### config.mk
export PLATFORM = sky130hd
export DESIGN_NAME = ffbta_table_ram
export DESIGN_NICKNAME = d
export VERILOG_FILES = /design/src/rtl/core/first_fit_block_table_allocator_top_macros.svh /design/src/rtl/core/ffbta_pkg.sv /design/src/rtl/core/ffbta_table_ram.sv
export SDC_FILE = /design/constraint.sdc
export NUM_CORES = 2
export LEC_CHECK = 0
export ABC_CLOCK_PERIOD_IN_PS = 9400
export BUFFER_PORTS_ARGS = -buffer_cell sky130_fd_sc_hd__buf_2
export CORE_MARGIN = 1
export CORE_UTILIZATION = 63
export DETAILED_ROUTE_END_ITERATION = 7
export PLACE_DENSITY_LB_ADDON = 0.1
export SLEW_MARGIN = 20
export SYNTH_ARGS = -nofsm -noshare
export SYNTH_HDL_FRONTEND = slang
export SYNTH_MEMORY_MAX_BITS = 65536
export SYNTH_SLANG_ARGS = --single-unit
export TNS_END_PERCENT = 30
### constraint.sdc
create_clock -name aclk -period 9.4 [get_ports aclk]
set_clock_uncertainty 0.2 [all_clocks]
set_input_delay 2.82 -clock aclk [delete_from_list [all_inputs] [get_ports aclk]]
set_output_delay 2.82 -clock aclk [all_outputs]
set_load 0.03 [all_outputs]
### src/rtl/core/first_fit_block_table_allocator_top_macros.svh
// Assertion macros shared by the allocator RTL.
// Each macro expects the including module to have aclk and aresetn in scope.
`ifndef FIRST_FIT_BLOCK_TABLE_ALLOCATOR_TOP_MACROS_SVH
`define FIRST_FIT_BLOCK_TABLE_ALLOCATOR_TOP_MACROS_SVH

// Checks a property on every rising edge of aclk outside reset.
`define FFBTA_ASSERT(lbl, prop, msg) \
    lbl: assert property (@(posedge aclk) disable iff (!aresetn) (prop)) else $error(msg);

// Checks that a condition never holds outside reset.
`define FFBTA_NEVER(lbl, cond, msg) \
    lbl: assert property (@(posedge aclk) disable iff (!aresetn) !(cond)) else $error(msg);

`endif

### src/rtl/core/ffbta_pkg.sv
// Package for the first-fit block table allocator: sizes, codes and types.
// Used by every module in rtl/core; depends on nothing.
package ffbta_pkg;

    localparam int TABLE_ENTRIES = 64;
    localparam int IDX_W         = $clog2(TABLE_ENTRIES);
    localparam int CNT_W         = $clog2(TABLE_ENTRIES + 1);
    localparam int ALIGN_MAX     = 16;

    localparam logic [31:0] REGION_BYTES_RESET = 32'h0010_0000;
    localparam logic [4:0]  ALIGN_LOG2_RESET   = 5'd12;

    localparam logic [1:0] CFG_REGION_BASE  = 2'd0;
    localparam logic [1:0] CFG_REGION_BYTES = 2'd1;
    localparam logic [1:0] CFG_ALIGN_LOG2   = 2'd2;

    localparam logic [1:0] OP_INIT  = 2'd0;
    localparam logic [1:0] OP_ALLOC = 2'd1;
    localparam logic [1:0] OP_FREE  = 2'd2;
    localparam logic [1:0] OP_MERGE = 2'd3;

    localparam logic [1:0] AK_STRING = 2'd1;
    localparam logic [1:0] AK_ARRAY  = 2'd2;

    localparam logic [2:0] KIND_UNUSED = 3'd0;
    localparam logic [2:0] KIND_FREE   = 3'd1;
    localparam logic [2:0] KIND_OBJECT = 3'd2;
    localparam logic [2:0] KIND_STRING = 3'd3;
    localparam logic [2:0] KIND_ARRAY  = 3'd4;

    localparam logic [2:0] ST_OK       = 3'd0;
    localparam logic [2:0] ST_ZERO     = 3'd1;
    localparam logic [2:0] ST_NOFIT    = 3'd2;
    localparam logic [2:0] ST_FULL     = 3'd3;
    localparam logic [2:0] ST_NOTFOUND = 3'd4;

    typedef enum logic [3:0] {
        S_IDLE,
        S_INIT,
        S_ALLOC_SCAN,
        S_ALLOC_SLOT,
        S_ALLOC_FIT,
        S_FREE_SCAN,
        S_FREE_WR,
        S_MERGE_RD,
        S_MERGE_CHK,
        S_MERGE_SCAN,
        S_MERGE_JOIN,
        S_SUM,
        S_DONE
    } state_t;

    typedef struct packed {
        logic [31:0] start;
        logic [31:0] length;
        logic [2:0]  kind;
    } entry_t;

    typedef struct packed {
        logic             rd_en;
        logic [IDX_W-1:0] rd_addr;
        logic             wr_en;
        logic [IDX_W-1:0] wr_addr;
        entry_t           wr_data;
    } ram_req_t;

    typedef struct packed {
        logic [1:0]  op;
        logic [31:0] request_bytes;
        logic [1:0]  alloc_kind;
        logic [31:0] release_addr;
    } cmd_t;

    typedef struct packed {
        logic [31:0] region_base;
        logic [31:0] region_bytes;
        logic [4:0]  align_log2;
    } cfg_t;

    typedef struct packed {
        logic [2:0]  status;
        logic [31:0] block_addr;
        logic [7:0]  joins_done;
        logic [31:0] bytes_in_use;
        logic [6:0]  entries_in_use;
    } res_t;

endpackage

### src/rtl/core/ffbta_table_ram.sv
// Entry table storage: one write port, one read port, registered read data.
// Depends on ffbta_pkg for the depth and the entry layout.
module ffbta_table_ram (
    input  logic                aclk,
    input  ffbta_pkg::ram_req_t req,
    output ffbta_pkg::entry_t   rd_data
);

    ffbta_pkg::entry_t mem [ffbta_pkg::TABLE_ENTRIES];

    always_ff @(posedge aclk) begin
        if (req.wr_en) begin
            mem[req.wr_addr] <= req.wr_data;
        end
    end

    always_ff @(posedge aclk) begin
        if (req.rd_en) begin
            rd_data <= mem[req.rd_addr];
        end
    end

endmodule

==> insert_results.sql <==
INSERT INTO impl_metrics (metric_group, metric, value, unit) VALUES
('status', 'status', 'finished, final reports clean', ''),
('power_and_ir_drop', 'internal_power', '0.0314', 'W'),
('cts', 'cts_resized', '0', ''),
('logic_synthesis', 'post_synth_main_area_contributors', 'sky130_fd_sc_hd__edfxtp_1 79%, sky130_fd_sc_hd__mux4_2 15%, sky130_fd_sc_hd__mux2i_1 0.88%, sky130_fd_sc_hd__a22oi_1 0.61%, sky130_fd_sc_hd__nand3_1 0.57%', ''),
('cts', 'clock-root-buffer', 'sky130_fd_sc_hd__clkbuf_16', ''),
('routing', 'route.antenna.remaining_nets', '0', ''),
('routing', 'dr.pass1.iters', '6', ''),
('logic_synthesis', 'most_numerous_cell_in_the_yosys_netlist', 'sky130_fd_sc_hd__edfxtp_1', ''),
('worst_setup_path', 'worst-r2r-setup-slack', '6.90', 'ns'),
('logic_synthesis', 'netlist_area_before_placement', '0.165', 'mm^2'),
('worst_setup_path', 'critical-path-max-stage-delay', '1.11', 'ns'),
('logic_synthesis', 'synthesis.instances', '7102', ''),
('worst_setup_path', 'arrival_time_reported_for_the_critical_path_endpoint', '5.86', 'ns'),
('die', 'die_y', '513', 'um'),
('placement', 'dp.final_hpwl', '232', 'mm'),
('sta', 'fin_crit', '5.53', 'ns'),
('cts', 'post_cts.repair.setup_buffers', '0', ''),
('placement', 'port-buffer-count', '148', ''),
('power_and_ir_drop', 'p_per_area', '216', 'mW/mm^2'),
('sta', 'unrepaired_setup_endpoints_after_global_routing', 'false', ''),
('sta', 'timing.final.setup_violations', '0', ''),
('logic_synthesis', 'post_synth_xor_area_fraction', '0', '%'),
('die', 'initial_core_util', '63.4', '%'),
('global_route', 'vias_in_the_first_global_route', '81400', ''),
('logic_synthesis', 'synth-compound-area-share', '1.71', '%'),
('final_layout', 'final-seq-area', '0.131', 'mm^2'),
('logic_synthesis', 'netlist.area_leader.share', '79.4', '%'),
('worst_setup_path', 'setup.worst_path.end_class', 'flip-flop', ''),
('final_layout', 'num-fill-cells', '15200', ''),
('power_and_ir_drop', 'power.clock.fraction', '40.9', '%'),
('sta', 'hold_viol', '0', ''),
('logic_synthesis', 'synth_top_area_cell', 'sky130_fd_sc_hd__edfxtp_1', ''),
('global_route', 'maximum_number_of_pins_on_one_net_before_global_route_repair', '124', ''),
('die', 'ios', '149', ''),
('worst_setup_path', 'worst_ep_required_time', '9.73', 'ns'),
('logic_synthesis', 'synth_enable_flop_cells', '4355', ''),
('sta', 'timing.final.crit_share', '58.8', '%'),
('die', 'die-area', '0.263', 'mm^2'),
('routing', 'totalWireLength', '448', 'mm'),
('global_route', 'grt_antenna_before_repair', '41', ''),
('final_layout', 'nNetsFinal', '7560', ''),
('global_route', 'global_route_wire_length_before_repair', '625', 'mm'),
('final_layout', 'area_of_the_multi_input_gates', '0.0324', 'mm^2'),
('final_layout', 'syn2layout_area_growth', '11.6', '%'),
('final_layout', 'finalNonFillerCells', '11300', ''),
('final_layout', 'drive_above_1_share', '26.8', '%'),
('routing', 'detail_route.drc_violations', '0', ''),
('power_and_ir_drop', 'p_comb_share', '4.6', '%'),
('routing', 'vias', '81600', ''),
('worst_setup_path', 'critPathSlowestCell', 'sky130_fd_sc_hd__nor2_4', ''),
('logic_synthesis', 'synth_adder_area_share', '0', '%'),
('routing', 'drt_iter0_markers', '12100', ''),
('cts', 'cts.sink_count', '4355', ''),
('cts', 'quantity_of_hold_fixing_buffers_added_after_cts', '0', ''),
('global_route', 'grt_usage', '34.6', '%'),
('power_and_ir_drop', 'power_switching', '0.00832', 'W'),
('sta', 'worst-slew-pin-transition', '1.17', 'ns'),
('logic_synthesis', 'synth_top_family_by_area', 'multiplexers', ''),
('logic_synthesis', 'yosys.area_share.simple', '2.09', '%'),
('cts', 'clk_transition_reported_paths', '0.06', 'ns'),
('sta', 'max_slew_margin', '21.7', '%'),
('global_route', 'grt_overflow_total', '0', ''),
('power_and_ir_drop', 'p_total', '0.0397', 'W'),
('cts', 'cts-htree-levels', '5', ''),
('cts', 'cts_inserted_buffers', '426', ''),
('sta', 'finalSetupTns', '0', 'ns'),
('worst_setup_path', 'worstSetupPathType', 'input port to flip-flop', ''),
('logic_synthesis', 'multiplexer_area_fraction_after_synthesis', '15.5', '%'),
('min_path', 'worst_hold_path_type', 'flip-flop to flip-flop', ''),
('routing', 'wl_per_cell', '39.9', 'um'),
('cts', 'latest_clock_arrival_within_the_worst_skew_pair', '0.96', 'ns');
## per-stage QoR
stage | worst slack (ns) | utilization (%) | hold slack (ns) | instance area [um^2]
2_1_floorplan | 0.733 | - | 0.639 | 165000
3_3_place_gp | 2.81 | 65.6 | 0.679 | 170000
3_5_place_dp | 2.86 | 65.6 | 0.700 | 170000
4_1_cts | 3.79 | 70.7 | 0.715 | 184000
5_1_grt | 3.58 | 70.8 | 0.753 | 184000
6_report | 3.87 | 70.8 | 0.710 | 184000
## worst paths after layout
check | start | endpoint | cells after the start
hold / removal | mem[24][4] | rd_data[4] | 5
setup reg to reg | mem[19][57] | rd_data[57] | 5
setup / recovery | req[73] | mem[38][61] | 5
hold reg to reg | mem[24][4] | rd_data[4] | 5
## state kept, by name (all words and copies together), names as in the netlist
name and count:
rd_data 67, mem 4288
## cells by family after synthesis
logic type      Yosys count
flops                  4355
mux                    1217
simple gates            712
buf+inv                 425
compound gates          393
## worst register-to-register path, cell delays in order (launching register included)
cell,delay [ns]
sky130_fd_sc_hd__edfxtp_1,0.37
sky130_fd_sc_hd__mux4_2,0.47
sky130_fd_sc_hd__a22oi_1,0.20
sky130_fd_sc_hd__nand3_1,0.17
sky130_fd_sc_hd__o21ai_0,0.71
sky130_fd_sc_hd__nor2_1,0.08
## area by class of cell
type / instances / share of cell area [%]
flip-flops and latches: 4355 / 71.2
multi-input cells: 2322 / 17.6
clock buffers: 528 / 6.06
well taps: 3402 / 2.32
repair buffers: 353 / 1.67
clock inverters: 230 / 1.06
diodes: 41 / 0.0558
inverters: 20 / 0.0409
## metal layers
layer / track usage [%] / routed length (um) / share of wire [%] / up-vias
met5: 0 / 77 / 0.017 / -
met4: 15.4 / 22400 / 5.0 / 12
met3: 6.25 / 50900 / 11 / 1024
met2: 54.3 / 215000 / 48 / 5667
met1: 48.5 / 160000 / 36 / 43700
li1: - / - / - / 31200
## power groups by stage
stage	sequential [W]	combinational [W]	clock (W)
floorplan	0.0221	0.000999	0
global placement	0.0220	0.00178	0
detailed placement	0.0220	0.00182	0
CTS	0.0216	0.00182	0.0163
global route	0.0216	0.00192	0.0170
finish	0.0216	0.00183	0.0162
## placed cells by master, fill, tap and decap left out, drive strengths merged
master	instances
a2111oi	1
a211oi	19
a22oi	134
a2bb2oi	20
a31oi	20
a41oi	28
and2	2
and3	20
buf	352
bufinv	29
clkbuf	529
clkinv	187
clkinvlp	7
diode	41
edfxtp	4355
inv	27
mux2	1
mux2i	144
mux4	1072
nand2	195
nand2b	11
nand3	187
nand3b	2
nand4	87
nand4b	1
nor2	116
nor2b	27
nor3	2
o21ai	48
o221ai	37
o22ai	86
or2	30
or3	31
or3b	1
Note: power is estimated with default switching activity, not from simulation.
