[src/rtl/core/first_fit_block_table_allocator_top_macros.svh]
// Assertion macros shared by the allocator RTL.
// Each macro expects the including module to have aclk and aresetn in scope.
`ifndef FIRST_FIT_BLOCK_TABLE_ALLOCATOR_TOP_MACROS_SVH
`define FIRST_FIT_BLOCK_TABLE_ALLOCATOR_TOP_MACROS_SVH

// Checks a property on every rising edge of aclk outside reset.
`define FFBTA_ASSERT(lbl, prop, msg) \
    lbl: assert property (@(posedge aclk) disable iff (!aresetn) (prop)) else $error(msg);

// Checks that a condition never holds outside reset.
`define FFBTA_NEVER(lbl, cond, msg) \
    lbl: assert property (@(posedge aclk) disable iff (!aresetn) !(cond)) else $error(msg);

`endif

[src/rtl/core/ffbta_pkg.sv]
// Package for the first-fit block table allocator: sizes, codes and types.
// Used by every module in rtl/core; depends on nothing.
package ffbta_pkg;

    localparam int TABLE_ENTRIES = 64;
    localparam int IDX_W         = $clog2(TABLE_ENTRIES);
    localparam int CNT_W         = $clog2(TABLE_ENTRIES + 1);
    localparam int ALIGN_MAX     = 16;

    localparam logic [31:0] REGION_BYTES_RESET = 32'h0010_0000;
    localparam logic [4:0]  ALIGN_LOG2_RESET   = 5'd12;

    localparam logic [1:0] CFG_REGION_BASE  = 2'd0;
    localparam logic [1:0] CFG_REGION_BYTES = 2'd1;
    localparam logic [1:0] CFG_ALIGN_LOG2   = 2'd2;

    localparam logic [1:0] OP_INIT  = 2'd0;
    localparam logic [1:0] OP_ALLOC = 2'd1;
    localparam logic [1:0] OP_FREE  = 2'd2;
    localparam logic [1:0] OP_MERGE = 2'd3;

    localparam logic [1:0] AK_STRING = 2'd1;
    localparam logic [1:0] AK_ARRAY  = 2'd2;

    localparam logic [2:0] KIND_UNUSED = 3'd0;
    localparam logic [2:0] KIND_FREE   = 3'd1;
    localparam logic [2:0] KIND_OBJECT = 3'd2;
    localparam logic [2:0] KIND_STRING = 3'd3;
    localparam logic [2:0] KIND_ARRAY  = 3'd4;

    localparam logic [2:0] ST_OK       = 3'd0;
    localparam logic [2:0] ST_ZERO     = 3'd1;
    localparam logic [2:0] ST_NOFIT    = 3'd2;
    localparam logic [2:0] ST_FULL     = 3'd3;
    localparam logic [2:0] ST_NOTFOUND = 3'd4;

    typedef enum logic [3:0] {
        S_IDLE,
        S_INIT,
        S_ALLOC_SCAN,
        S_ALLOC_SLOT,
        S_ALLOC_FIT,
        S_FREE_SCAN,
        S_FREE_WR,
        S_MERGE_RD,
        S_MERGE_CHK,
        S_MERGE_SCAN,
        S_MERGE_JOIN,
        S_SUM,
        S_DONE
    } state_t;

    typedef struct packed {
        logic [31:0] start;
        logic [31:0] length;
        logic [2:0]  kind;
    } entry_t;

    typedef struct packed {
        logic             rd_en;
        logic [IDX_W-1:0] rd_addr;
        logic             wr_en;
        logic [IDX_W-1:0] wr_addr;
        entry_t           wr_data;
    } ram_req_t;

    typedef struct packed {
        logic [1:0]  op;
        logic [31:0] request_bytes;
        logic [1:0]  alloc_kind;
        logic [31:0] release_addr;
    } cmd_t;

    typedef struct packed {
        logic [31:0] region_base;
        logic [31:0] region_bytes;
        logic [4:0]  align_log2;
    } cfg_t;

    typedef struct packed {
        logic [2:0]  status;
        logic [31:0] block_addr;
        logic [7:0]  joins_done;
        logic [31:0] bytes_in_use;
        logic [6:0]  entries_in_use;
    } res_t;

endpackage

[src/rtl/core/ffbta_engine.sv]
// Operation sequencer: scans the entry table one entry a cycle and writes entries back.
// Depends on ffbta_pkg and on the macro header; drives ffbta_table_ram.
`include "first_fit_block_table_allocator_top_macros.svh"

module ffbta_engine (
    input  logic                aclk,
    input  logic                aresetn,
    input  logic                start,
    input  ffbta_pkg::cmd_t     cmd,
    input  ffbta_pkg::cfg_t     cfg,
    input  logic                out_ready,
    output logic                idle,
    output logic                done,
    output ffbta_pkg::res_t     res,
    output ffbta_pkg::ram_req_t ram_req,
    input  ffbta_pkg::entry_t   ram_rdata
);

    localparam int IW = ffbta_pkg::IDX_W;
    localparam int CW = ffbta_pkg::CNT_W;
    localparam logic [CW-1:0] N_ENT = CW'(ffbta_pkg::TABLE_ENTRIES);
    localparam logic [IW-1:0] LAST  = IW'(ffbta_pkg::TABLE_ENTRIES - 1);

    ffbta_pkg::state_t state_reg, state_next;

    logic [CW-1:0] cnt_reg, cnt_next;
    logic          rd_vld_reg, rd_vld_next;
    logic [IW-1:0] rd_idx_reg, rd_idx_next;
    logic          rd_valid_reg, rd_valid_next;
    logic [31:0]   size_reg, size_next;
    logic [2:0]    kind_reg, kind_next;
    logic [31:0]   rel_reg, rel_next;
    logic          fit_found_reg, fit_found_next;
    logic [IW-1:0] fit_idx_reg, fit_idx_next;
    logic [31:0]   fit_start_reg, fit_start_next;
    logic [31:0]   fit_len_reg, fit_len_next;
    logic          slot_found_reg, slot_found_next;
    logic [IW-1:0] slot_idx_reg, slot_idx_next;
    logic [2:0]    status_reg, status_next;
    logic [31:0]   addr_reg, addr_next;
    logic [7:0]    joins_reg, joins_next;
    logic [CW-1:0] ventries_reg, ventries_next;
    logic [31:0]   acc_reg, acc_next;
    logic [CW-1:0] e_idx_reg, e_idx_next;
    logic [31:0]   e_start_reg, e_start_next;
    logic [31:0]   e_len_reg, e_len_next;
    logic [IW-1:0] j_idx_reg, j_idx_next;
    logic [ffbta_pkg::TABLE_ENTRIES-1:0] valid_reg, valid_next;

    ffbta_pkg::entry_t rd_e;
    logic [4:0]    shift;
    logic [32:0]   mask33, size33;
    logic [2:0]    kind_map;
    logic          rd_last, cnt_live, e_last, scan_state, join_state;
    logic [IW-1:0] e_sel;
    logic          fit_hit, slot_hit, fit_any, slot_any, free_hit, join_hit, touch;
    logic [32:0]   end_e, end_j, len_sum, acc_sum;

    // An entry whose valid bit is clear reads as unused with zero fields.
    assign rd_e = rd_valid_reg ? ram_rdata : '0;

    assign shift  = (cfg.align_log2 > 5'(ffbta_pkg::ALIGN_MAX)) ?
                    5'(ffbta_pkg::ALIGN_MAX) : cfg.align_log2;
    assign mask33 = (33'd1 << shift) - 33'd1;
    assign size33 = ({1'b0, cmd.request_bytes} + mask33) & ~mask33;

    always_comb begin
        case (cmd.alloc_kind)
            ffbta_pkg::AK_STRING: kind_map = ffbta_pkg::KIND_STRING;
            ffbta_pkg::AK_ARRAY:  kind_map = ffbta_pkg::KIND_ARRAY;
            default:              kind_map = ffbta_pkg::KIND_OBJECT;
        endcase
    end

    assign rd_last  = rd_vld_reg && (rd_idx_reg == LAST);
    assign cnt_live = cnt_reg < N_ENT;
    assign e_last   = e_idx_reg == N_ENT;
    // The extra pass after the last entry visits entry zero once more.
    assign e_sel    = e_last ? '0 : e_idx_reg[IW-1:0];

    assign fit_hit  = rd_vld_reg && !fit_found_reg && (rd_e.kind == ffbta_pkg::KIND_FREE) &&
                      (rd_e.length >= size_reg);
    assign slot_hit = rd_vld_reg && !slot_found_reg && (rd_e.kind == ffbta_pkg::KIND_UNUSED);
    assign fit_any  = fit_found_reg || fit_hit;
    assign slot_any = slot_found_reg || slot_hit;
    assign free_hit = rd_vld_reg && (rd_e.kind > ffbta_pkg::KIND_FREE) &&
                      (rd_e.start == rel_reg);

    assign end_e    = {1'b0, e_start_reg} + {1'b0, e_len_reg};
    assign end_j    = {1'b0, rd_e.start} + {1'b0, rd_e.length};
    assign touch    = (end_j == {1'b0, e_start_reg}) || (end_e == {1'b0, rd_e.start});
    assign join_hit = rd_vld_reg && (rd_idx_reg != e_sel) &&
                      (rd_e.kind == ffbta_pkg::KIND_FREE) && touch;
    assign len_sum  = {1'b0, e_len_reg} + {1'b0, rd_e.length};
    assign acc_sum  = {1'b0, acc_reg} + {1'b0, rd_e.length};

    assign scan_state = (state_reg == ffbta_pkg::S_ALLOC_SCAN) ||
                        (state_reg == ffbta_pkg::S_FREE_SCAN)  ||
                        (state_reg == ffbta_pkg::S_MERGE_SCAN) ||
                        (state_reg == ffbta_pkg::S_SUM);
    assign join_state = state_reg == ffbta_pkg::S_MERGE_JOIN;

    // Next state.
    always_comb begin
        state_next = state_reg;
        unique case (state_reg)
            ffbta_pkg::S_IDLE: begin
                if (start) begin
                    unique case (cmd.op)
                        ffbta_pkg::OP_INIT:  state_next = ffbta_pkg::S_INIT;
                        ffbta_pkg::OP_ALLOC: begin
                            if ((cmd.request_bytes == '0) || size33[32]) begin
                                state_next = ffbta_pkg::S_SUM;
                            end else begin
                                state_next = ffbta_pkg::S_ALLOC_SCAN;
                            end
                        end
                        ffbta_pkg::OP_FREE:  state_next = ffbta_pkg::S_FREE_SCAN;
                        default:             state_next = ffbta_pkg::S_MERGE_RD;
                    endcase
                end
            end
            ffbta_pkg::S_INIT: state_next = ffbta_pkg::S_SUM;
            ffbta_pkg::S_ALLOC_SCAN: begin
                if (rd_last) begin
                    state_next = (fit_any && slot_any) ? ffbta_pkg::S_ALLOC_SLOT :
                                                         ffbta_pkg::S_SUM;
                end
            end
            ffbta_pkg::S_ALLOC_SLOT: state_next = ffbta_pkg::S_ALLOC_FIT;
            ffbta_pkg::S_ALLOC_FIT:  state_next = ffbta_pkg::S_SUM;
            ffbta_pkg::S_FREE_SCAN: begin
                if (free_hit) begin
                    state_next = ffbta_pkg::S_FREE_WR;
                end else if (rd_last) begin
                    state_next = ffbta_pkg::S_SUM;
                end
            end
            ffbta_pkg::S_FREE_WR:  state_next = ffbta_pkg::S_SUM;
            ffbta_pkg::S_MERGE_RD: state_next = ffbta_pkg::S_MERGE_CHK;
            ffbta_pkg::S_MERGE_CHK: begin
                if (rd_e.kind == ffbta_pkg::KIND_FREE) begin
                    state_next = ffbta_pkg::S_MERGE_SCAN;
                end else begin
                    state_next = e_last ? ffbta_pkg::S_SUM : ffbta_pkg::S_MERGE_RD;
                end
            end
            ffbta_pkg::S_MERGE_SCAN: begin
                if (join_hit) begin
                    state_next = ffbta_pkg::S_MERGE_JOIN;
                end else if (rd_last) begin
                    state_next = e_last ? ffbta_pkg::S_SUM : ffbta_pkg::S_MERGE_RD;
                end
            end
            ffbta_pkg::S_MERGE_JOIN: begin
                state_next = e_last ? ffbta_pkg::S_SUM : ffbta_pkg::S_MERGE_RD;
            end
            ffbta_pkg::S_SUM: begin
                if (rd_last) begin
                    state_next = ffbta_pkg::S_DONE;
                end
            end
            ffbta_pkg::S_DONE: begin
                if (out_ready) begin
                    state_next = ffbta_pkg::S_IDLE;
                end
            end
            default: state_next = ffbta_pkg::S_IDLE;
        endcase
    end

    // Memory accesses and datapath updates.
    always_comb begin
        ram_req         = '0;
        cnt_next        = cnt_reg;
        rd_idx_next     = rd_idx_reg;
        rd_valid_next   = rd_valid_reg;
        size_next       = size_reg;
        kind_next       = kind_reg;
        rel_next        = rel_reg;
        fit_found_next  = fit_found_reg;
        fit_idx_next    = fit_idx_reg;
        fit_start_next  = fit_start_reg;
        fit_len_next    = fit_len_reg;
        slot_found_next = slot_found_reg;
        slot_idx_next   = slot_idx_reg;
        status_next     = status_reg;
        addr_next       = addr_reg;
        joins_next      = joins_reg;
        ventries_next   = ventries_reg;
        acc_next        = acc_reg;
        e_idx_next      = e_idx_reg;
        e_start_next    = e_start_reg;
        e_len_next      = e_len_reg;
        j_idx_next      = j_idx_reg;
        valid_next      = valid_reg;

        if (scan_state && cnt_live) begin
            ram_req.rd_en   = 1'b1;
            ram_req.rd_addr = cnt_reg[IW-1:0];
            cnt_next        = cnt_reg + CW'(1);
        end
        if (state_reg == ffbta_pkg::S_MERGE_RD) begin
            ram_req.rd_en   = 1'b1;
            ram_req.rd_addr = e_sel;
        end

        unique case (state_reg)
            ffbta_pkg::S_IDLE: begin
                if (start) begin
                    status_next     = ffbta_pkg::ST_OK;
                    addr_next       = '0;
                    joins_next      = '0;
                    size_next       = size33[31:0];
                    kind_next       = kind_map;
                    rel_next        = cmd.release_addr;
                    fit_found_next  = 1'b0;
                    slot_found_next = 1'b0;
                    e_idx_next      = '0;
                    if (cmd.op == ffbta_pkg::OP_ALLOC) begin
                        if (cmd.request_bytes == '0) begin
                            status_next = ffbta_pkg::ST_ZERO;
                        end else if (size33[32]) begin
                            status_next = ffbta_pkg::ST_NOFIT;
                        end
                    end
                end
            end
            ffbta_pkg::S_INIT: begin
                valid_next    = '0;
                ventries_next = '0;
                if (cfg.region_bytes != '0) begin
                    ram_req.wr_en   = 1'b1;
                    ram_req.wr_addr = '0;
                    ram_req.wr_data = '{cfg.region_base, cfg.region_bytes,
                                        ffbta_pkg::KIND_FREE};
                    valid_next[0]   = 1'b1;
                    ventries_next   = CW'(1);
                end
            end
            ffbta_pkg::S_ALLOC_SCAN: begin
                if (fit_hit) begin
                    fit_found_next = 1'b1;
                    fit_idx_next   = rd_idx_reg;
                    fit_start_next = rd_e.start;
                    fit_len_next   = rd_e.length;
                end
                if (slot_hit) begin
                    slot_found_next = 1'b1;
                    slot_idx_next   = rd_idx_reg;
                end
                if (rd_last && !fit_any) begin
                    status_next = ffbta_pkg::ST_NOFIT;
                end else if (rd_last && !slot_any) begin
                    status_next = ffbta_pkg::ST_FULL;
                end
            end
            ffbta_pkg::S_ALLOC_SLOT: begin
                ram_req.wr_en             = 1'b1;
                ram_req.wr_addr           = slot_idx_reg;
                ram_req.wr_data           = '{fit_start_reg, size_reg, kind_reg};
                valid_next[slot_idx_reg]  = 1'b1;
                ventries_next             = ventries_reg + CW'(1);
                addr_next                 = fit_start_reg;
            end
            ffbta_pkg::S_ALLOC_FIT: begin
                ram_req.wr_en   = 1'b1;
                ram_req.wr_addr = fit_idx_reg;
                ram_req.wr_data = '{fit_start_reg + size_reg, fit_len_reg - size_reg,
                                    ffbta_pkg::KIND_FREE};
            end
            ffbta_pkg::S_FREE_SCAN: begin
                if (free_hit) begin
                    j_idx_next   = rd_idx_reg;
                    e_start_next = rd_e.start;
                    e_len_next   = rd_e.length;
                end else if (rd_last) begin
                    status_next = ffbta_pkg::ST_NOTFOUND;
                end
            end
            ffbta_pkg::S_FREE_WR: begin
                ram_req.wr_en   = 1'b1;
                ram_req.wr_addr = j_idx_reg;
                ram_req.wr_data = '{e_start_reg, e_len_reg, ffbta_pkg::KIND_FREE};
            end
            ffbta_pkg::S_MERGE_RD: begin
            end
            ffbta_pkg::S_MERGE_CHK: begin
                if (rd_e.kind == ffbta_pkg::KIND_FREE) begin
                    e_start_next = rd_e.start;
                    e_len_next   = rd_e.length;
                end else if (!e_last) begin
                    e_idx_next = e_idx_reg + CW'(1);
                end
            end
            ffbta_pkg::S_MERGE_SCAN: begin
                if (join_hit) begin
                    j_idx_next   = rd_idx_reg;
                    e_start_next = (e_start_reg > rd_e.start) ? rd_e.start : e_start_reg;
                    e_len_next   = len_sum[32] ? 32'hFFFF_FFFF : len_sum[31:0];
                end else if (rd_last && !e_last) begin
                    e_idx_next = e_idx_reg + CW'(1);
                end
            end
            ffbta_pkg::S_MERGE_JOIN: begin
                ram_req.wr_en         = 1'b1;
                ram_req.wr_addr       = e_sel;
                ram_req.wr_data       = '{e_start_reg, e_len_reg, ffbta_pkg::KIND_FREE};
                // Clearing the valid bit is enough to make the partner read as unused.
                valid_next[j_idx_reg] = 1'b0;
                if (joins_reg != 8'hFF) begin
                    joins_next = joins_reg + 8'd1;
                end
                if (ventries_reg != '0) begin
                    ventries_next = ventries_reg - CW'(1);
                end
                if (!e_last) begin
                    e_idx_next = e_idx_reg + CW'(1);
                end
            end
            ffbta_pkg::S_SUM: begin
                if (rd_vld_reg && (rd_e.kind > ffbta_pkg::KIND_FREE)) begin
                    acc_next = acc_sum[32] ? 32'hFFFF_FFFF : acc_sum[31:0];
                end
            end
            ffbta_pkg::S_DONE: begin
            end
            default: begin
            end
        endcase

        if (ram_req.rd_en) begin
            rd_idx_next   = ram_req.rd_addr;
            rd_valid_next = valid_reg[ram_req.rd_addr];
        end
        // Data of a read issued in the last cycle of a scan is dropped.
        rd_vld_next = ram_req.rd_en && scan_state && (state_next == state_reg);
        if (state_next != state_reg) begin
            cnt_next = '0;
        end
        if ((state_next == ffbta_pkg::S_SUM) && (state_reg != ffbta_pkg::S_SUM)) begin
            acc_next = '0;
        end
    end

    always_ff @(posedge aclk) begin
        if (!aresetn) begin
            state_reg    <= ffbta_pkg::S_IDLE;
            rd_vld_reg   <= 1'b0;
            valid_reg    <= '0;
            ventries_reg <= '0;
            cnt_reg      <= '0;
        end else begin
            state_reg    <= state_next;
            rd_vld_reg   <= rd_vld_next;
            valid_reg    <= valid_next;
            ventries_reg <= ventries_next;
            cnt_reg      <= cnt_next;
        end
    end

    always_ff @(posedge aclk) begin
        rd_idx_reg     <= rd_idx_next;
        rd_valid_reg   <= rd_valid_next;
        size_reg       <= size_next;
        kind_reg       <= kind_next;
        rel_reg        <= rel_next;
        fit_found_reg  <= fit_found_next;
        fit_idx_reg    <= fit_idx_next;
        fit_start_reg  <= fit_start_next;
        fit_len_reg    <= fit_len_next;
        slot_found_reg <= slot_found_next;
        slot_idx_reg   <= slot_idx_next;
        status_reg     <= status_next;
        addr_reg       <= addr_next;
        joins_reg      <= joins_next;
        acc_reg        <= acc_next;
        e_idx_reg      <= e_idx_next;
        e_start_reg    <= e_start_next;
        e_len_reg      <= e_len_next;
        j_idx_reg      <= j_idx_next;
    end

    assign idle = state_reg == ffbta_pkg::S_IDLE;
    assign done = state_reg == ffbta_pkg::S_DONE;

    assign res.status         = status_reg;
    assign res.block_addr     = addr_reg;
    assign res.joins_done     = joins_reg;
    assign res.bytes_in_use   = acc_reg;
    assign res.entries_in_use = (32'(ventries_reg) > 32'd127) ? 7'd127 : 7'(ventries_reg);

    `FFBTA_ASSERT(a_entry_count, ventries_reg <= N_ENT, "entry count exceeds table size")
    `FFBTA_NEVER(a_rw_overlap, ram_req.rd_en && ram_req.wr_en, "table read and write overlap")
    `FFBTA_NEVER(a_self_join, join_state && (j_idx_reg == e_sel), "entry joined with itself")
    `FFBTA_ASSERT(a_done_exit, done |=> (done || idle), "result state left for a busy state")

endmodule

[config.mk]
export PLATFORM = sky130hd
export DESIGN_NAME = ffbta_engine
export DESIGN_NICKNAME = d
export VERILOG_FILES = /design/src/rtl/core/ffbta_pkg.sv /design/src/rtl/core/ffbta_engine.sv
export VERILOG_INCLUDE_DIRS = /design/src /design/src/rtl/core
export SDC_FILE = /design/constraint.sdc
export NUM_CORES = 1
export LEC_CHECK = 0
export BUFFER_PORTS_ARGS = -buffer_cell sky130_fd_sc_hd__clkbuf_2
export CAP_MARGIN = 20
export CORE_AREA = 8 8 211 414
export DETAILED_ROUTE_END_ITERATION = 10
export DIE_AREA = 0 0 219 422
export PLACE_DENSITY = 0.58
export SETUP_SLACK_MARGIN = 0.5
export SLEW_MARGIN = 0
export SYNTH_ARGS = -nofsm -noshare
export SYNTH_HDL_FRONTEND = slang
export SYNTH_SLANG_ARGS = --single-unit
[constraint.sdc]
create_clock -name aclk -period 6.96 [get_ports aclk]
set_input_delay 1.044 -clock aclk [delete_from_list [all_inputs] [get_ports aclk]]
set_output_delay 1.044 -clock aclk [all_outputs]
set_load 0.02 [all_outputs]
==> flow_summary.yaml, run 1 <==
status:
  outcome: "finished, final reports clean"
worst_hold_path:
  worstHoldStart: "valid_reg[56]"
  min_path_cells: 2
  hp-class: "flip-flop to flip-flop"
  hold_end: "valid_reg[56]"
logic_synthesis:
  synthArstFlopShare_pct: 0
  netlist_area_sq_mm: 0.03241
  synthFlopType: "edfxtp_1"
  ys_ff_latch: 387
  synth_edf_count: 272
  yosys_warnings: 0
  synth_cells: 3721
  ys_seq_area_share_pct: 32.30
  avgSynthCellArea_sq_um: 8.711
  synth_cell_types: 98
sta:
  slew_violations: 0
  fin_crit_sh_pct: 88.22
  max_slew.worst_pin.slew_ns: 1.154
  fmax_mhz: 162.9
  min_period_ns: 6.140
  rsz0062_at_grt: "no"
  worst_slack_ns: 0.8201
  skew_ns: 0.04477
  hold_violations: 0
  relSlewSlack_pct: 23.05
  setup_tns_ns: 0
  setup_viol: 0
power:
  vdd_drop_max_mv: 0.2178
  finalPower_uw: 13850
  powerDensity_mw_per_mm2: 373.6
  leakagePower_uw: 0.01540
clocking:
  cts_setup_buffers: 0
  htree_levels: 2
  cts_buffers: 43
  cts_root_buffer: "clkbuf_16"
  path_clk_slew_ns: 0.07
  clk_latency_ns: 0.63
  cts_tree: "done"
  cts.sinks: 387
  cts_buffer_depth: 3
finish:
  fillers: 8160
  final_cell_mix: "clkbuf_2, a21oi_1, ha_1"
  layout-drive-gt1-share_pct: 14.33
  layout_commonest_cell: "clkbuf_2"
  largest_reg_flops: 64
  layoutNonFillerInstCount: 5142
  stdcell_area_sq_mm: 0.03707
  fin_nets: 4560
  areaGrowthSynthToFinish_pct: 14.37
  multi_input_area_sq_mm: 0.02087
  regArea_sq_mm: 0.01047
setup_path:
  rr_startpoint: "rd_valid_reg"
  r2r_cells: 17
  critPathCaptureType: "flip-flop"
  arrival_ns: 6.42
  critPathLaunchType: "flip-flop"
  r2r_end: "e_start_reg[26]"
  cp_max_fo: 102
  worstSetupPathType: "flip-flop to flip-flop"
  ff2ff_setup_slack_ns: 0.82
  worstPathRequired_ns: 7.24
die:
  core-area_sq_mm: 0.08203
  io-pin-count: 373
  die_y_um: 422
  start_util_pct: 39.51
  die-width_um: 219
  row_count: 149
  dieArea_sq_mm: 0.09242
place:
  pre_cts_ws_ns: 0.4183
  portBuffers: 372
  dp_hpwl_mm: 112.7
  dp.cells: 5058
  place_congestion: 1.029
  placed_area_sq_mm: 0.03557
grt:
  gr-total-overflow: 0
  grt_pass1_wl_mm: 202.3
  grtUsageTotal_pct: 29.02
  grt_pass1_vias: 30500
  grt_max_degree: 103
  antenna_found_initial: 6
routing:
  first_pass_iters: 10
  drc_errors: 0
  final_antenna_net_count: 0
  wire_per_inst_um: 27.39
  vias: 32258
  via_per_inst: 6.273
  wl_mm: 140.8
  drt_iter0_drc: 3536
run:
  drv_cap: 0
-- how the worst max path moves through the flow --
stage,startpoint,end,slack [ns],cells past startpoint
2_1_floorplan,rd_valid_reg,e_start_reg[0],0.73,19
3_3_place_gp,cfg[4],acc_reg[7],0.69,21
3_5_place_dp,cfg[4],acc_reg[18],0.42,21
4_1_cts,size_reg[0],ram_req[65],0.89,14
5_1_grt,cfg[4],acc_reg[18],0.52,21
6_report,rd_valid_reg,e_start_reg[26],0.82,17
-- timing repair --
action / 4_1_cts / 5_1_grt
hold buffers: 0 / 0
resized for setup: 0 / 1
setup endpoints to repair: 0 / 16
-- Yosys cell counts (all sizes together) (32+ instances only) --
master  instances  area (sq um)
xor2          135          1182
o21ai         280          1409
buf            38         215.2
nand3          68         340.3
xnor2         116          1016
a21o          100         758.2
edfxtp        272          8168
a211oi         51         407.9
clkbuf        123         461.7
nor2          280          1051
and2           92         575.6
nor4           45         294.0
nand2b         40         250.2
a22oi          36         270.3
nor3          100         505.5
inv           140         525.5
a222oi         33         330.3
a21oi         370          1919
a31oi          53         337.8
mux2i          32         320.3
dfxtp         115          2302
ha            295          3691
a221oi         37         342.8
nand4          60         375.4
nand2         265         994.7
nor2b          43         269.0
o22ai          55         364.1
o21a           51         382.9
and3           44         275.3
-- worst max-delay path, cell delays in order (launching register included) --
cell and delay (ns):
edfxtp_1 0.38, buf_12 0.27, nand2_1 0.30, inv_1 0.23, ha_1 0.37, a21oi_1 0.43
o21ai_0 0.16, a2111oi_1 0.48, buf_4 0.22, o21ai_0 0.11, a21oi_1 0.28, mux2_2 0.39
nor4_1 0.29, and3_1 0.38, o21ai_2 0.21, a211oi_4 0.53, a21boi_4 0.28, buf_12 0.22
-- routing by layer --
layer / wire length (um) / share of wire (%) / track usage, % / vias up
met3: 12710 / 9.0 / 4.828 / 259
met2: 61580 / 44 / 44.52 / 1699
met4: 8232 / 5.8 / 14.86 / 0
li1: - / - / - / 14807
met1: 58300 / 41 / 38.77 / 15493
met5: 0 / 0 / 0 / -
-- cells by family after synthesis --
family	synth area share, %
and+or+nand+nor	17.48
AOI/OAI and AO/OA	26.48
muxes	1.336
buffers and inverters	3.721
other	0.01157
adders and majority gates	11.88
xor gates and xnor gates	6.782
DFF	32.30
-- where the power goes --
part           leakage, uW  total (uW)  switching [uW]  internal, uW
sequential         0.00346        3650             608          3040
clock             0.000712        2460            1080          1370
combinational       0.0112        7740            5090          2650
total               0.0154       13800            6780          7070
-- final cells by class --
| class | instances | share of cell area, % |
|---|---|---|
| multi-input cells | 3041 | 56.30 |
| flip-flops and latches | 387 | 28.24 |
| repair buffers | 435 | 6.454 |
| well taps | 1057 | 3.568 |
| clock buffers | 54 | 3.180 |
| inverters | 141 | 1.431 |
| clock inverters | 24 | 0.7999 |
| diodes | 3 | 0.02025 |
-- per-stage QoR --
step | util, % | hold WS, ns
floorplan | - | 0.4285
global placement | 43.35 | 0.4416
detailed placement | 43.36 | 0.4492
CTS | 45.16 | 0.4662
global route | 45.18 | 0.4809
finish | 45.19 | 0.4648
No activity file was read; power rests on OpenSTA's default activity.
==> inputs of run 2 (changes only) <==
- RECOVER_POWER: not set -> 25
==> run 2 against run 1 <==
  * Final area fell by 0.17%
  * Clock skew barely moved
  * Flip-flop and latch count did not move
  * Count of clock-buffer cells in the layout did not move
  * Final cell count did not move
  * Largest power group unchanged
  * Critical path type unchanged
  * Hold slack got worse by 0.0026 ns
==> flow_summary.yaml, run 2 (same netlist as run 1, synthesis figures left out) <==
clocking:
  ctsHoldBuffers: 0
  cts_buffers: 43
  path_clk_slew_ns: 0.07
  cts_setup_buffers: 0
  htree_levels: 2
  cts_root_buffer: "clkbuf_16"
  cts_resized: 0
  clk_latency_ns: 0.63
  cts_tree: "done"
  cts.sinks: 387
  cts_buffer_depth: 3
grt:
  grtUsageTotal_pct: 29.02
  antenna_found_initial: 5
  grt_pass1_wl_mm: 202.3
  grt_max_degree: 103
  grt_pass1_vias: 30500
  gr-total-overflow: 0
setup_path:
  worstSetupPathType: "flip-flop to flip-flop"
  arrival_ns: 6.39
  crit_end: "e_start_reg[26]"
  critPathLaunchType: "flip-flop"
  rr_startpoint: "rd_valid_reg"
  r2r_cells: 16
  critPathCaptureType: "flip-flop"
  ff2ff_setup_slack_ns: 0.86
  r2r_end: "e_start_reg[26]"
  cp_max_fo: 103
  worstPathRequired_ns: 7.24
  startpoint: "rd_valid_reg"
status:
  outcome: "finished, final reports clean"
sta:
  setup_viol: 0
  relSlewSlack_pct: 21.07
  setup_tns_ns: 0
  skew_ns: 0.04517
  max_slew.worst_pin.slew_ns: 1.175
  fin_crit_sh_pct: 87.69
  min_period_ns: 6.103
  slew_violations: 0
  hold_violations: 0
  rsz0062_at_grt: "no"
  fmax_mhz: 163.9
finish:
  areaGrowthSynthToFinish_pct: 14.17
  largest_reg_flops: 64
  multi_input_area_sq_mm: 0.02087
  fin_nets: 4560
  final_cell_mix: "a21oi_1, clkbuf_2, ha_1"
  regArea_sq_mm: 0.01047
  fillers: 8193
  layout-drive-gt1-share_pct: 13.11
  layout_commonest_cell: "a21oi_1"
routing:
  wl_mm: 140.9
  wire_per_inst_um: 27.41
  via_per_inst: 6.287
  drt_iter0_drc: 3652
  final_antenna_net_count: 0
  vias: 32328
  first_pass_iters: 7
  drc_errors: 0
die:
  die-width_um: 219
  die_y_um: 422
  core-area_sq_mm: 0.08203
  start_util_pct: 39.51
  io-pin-count: 373
  row_count: 149
  dieArea_sq_mm: 0.09242
run:
  drv_cap: 0
place:
  dp_hpwl_mm: 112.7
  portBuffers: 372
  place_congestion: 1.029
power:
  leakagePower_uw: 0.01522
  powerDensity_mw_per_mm2: 373.4
  finalPower_uw: 13820
  vdd_drop_max_mv: 0.2171
worst_hold_path:
  min_path_cells: 2
  hp-class: "flip-flop to flip-flop"
## run 2: cell types whose count changed in the layout (fill, tap and decap cells not counted)
cell / previous run / this run
clkbuf_2: 372 / 322
and2_1: 91 / 60
clkbuf_1: 6 / 56
and2_0: 0 / 31
## run 2: through the flow
stage | hold WS (ns) | std cells | instance area [sq um] | util [%] | setup slack [ns]
floorplan | 0.4285 | 3730 | 32460 | - | 0.7334
global placement | 0.4416 | 5057 | 35560 | 43.35 | 0.6879
detailed placement | 0.4492 | 5058 | 35570 | 43.36 | 0.4183
CTS | 0.4662 | 5136 | 37040 | 45.16 | 0.8946
global route | 0.4809 | 5139 | 37000 | 45.11 | 0.4292
finish | 0.4621 | 5142 | 37010 | 45.11 | 0.8570
## run 2: how the worst min path moves through the flow
stage                     slack [ns]             to           from
after global placement          0.44  valid_reg[56]  valid_reg[56]
final                           0.46  valid_reg[56]  valid_reg[56]
after global routing            0.48  valid_reg[11]  valid_reg[11]
after CTS                       0.47  valid_reg[56]  valid_reg[56]
after detailed placement        0.45  valid_reg[56]  valid_reg[56]
after floorplan                 0.43  valid_reg[12]  valid_reg[12]
## run 2: final cells by class
cell class	count	area share (%)
Multi-Input combinational cell	3041	56.40
Sequential cell	387	28.29
Timing Repair Buffer	435	6.295
Inverter	141	1.434
Tap cell	1057	3.574
Clock inverter	24	0.8013
Antenna cell	3	0.02029
Clock buffer	54	3.185
## run 2: critical path: stages, from the launching register on
cell       delay [ns]
edfxtp_1         0.38
buf_12           0.31
and2_0           0.60
ha_1             0.46
a21oi_1          0.42
o21ai_0          0.16
a2111oi_1        0.43
buf_4            0.21
o21ai_0          0.11
a21oi_1          0.28
mux2_2           0.39
nor4_1           0.30
and3_1           0.38
o21ai_2          0.21
a211oi_4         0.54
a21boi_4         0.28
buf_12           0.23
## run 2: report_power, final
part,total (uW),switching [uW],internal [uW]
Clock,2460,1090,1370
Combinational,7710,5090,2620
Sequential,3650,607,3040
## run 2: per-layer routing
metal | share of wire [%] | wire [um] | track usage (%) | vias up
met2 | 44 | 61670 | 44.52 | 1697
met5 | 0 | 0 | 0 | -
met1 | 41 | 58220 | 38.77 | 15562
met4 | 5.9 | 8349 | 14.86 | 0
met3 | 9.0 | 12700 | 4.828 | 265
li1 | - | - | - | 14804
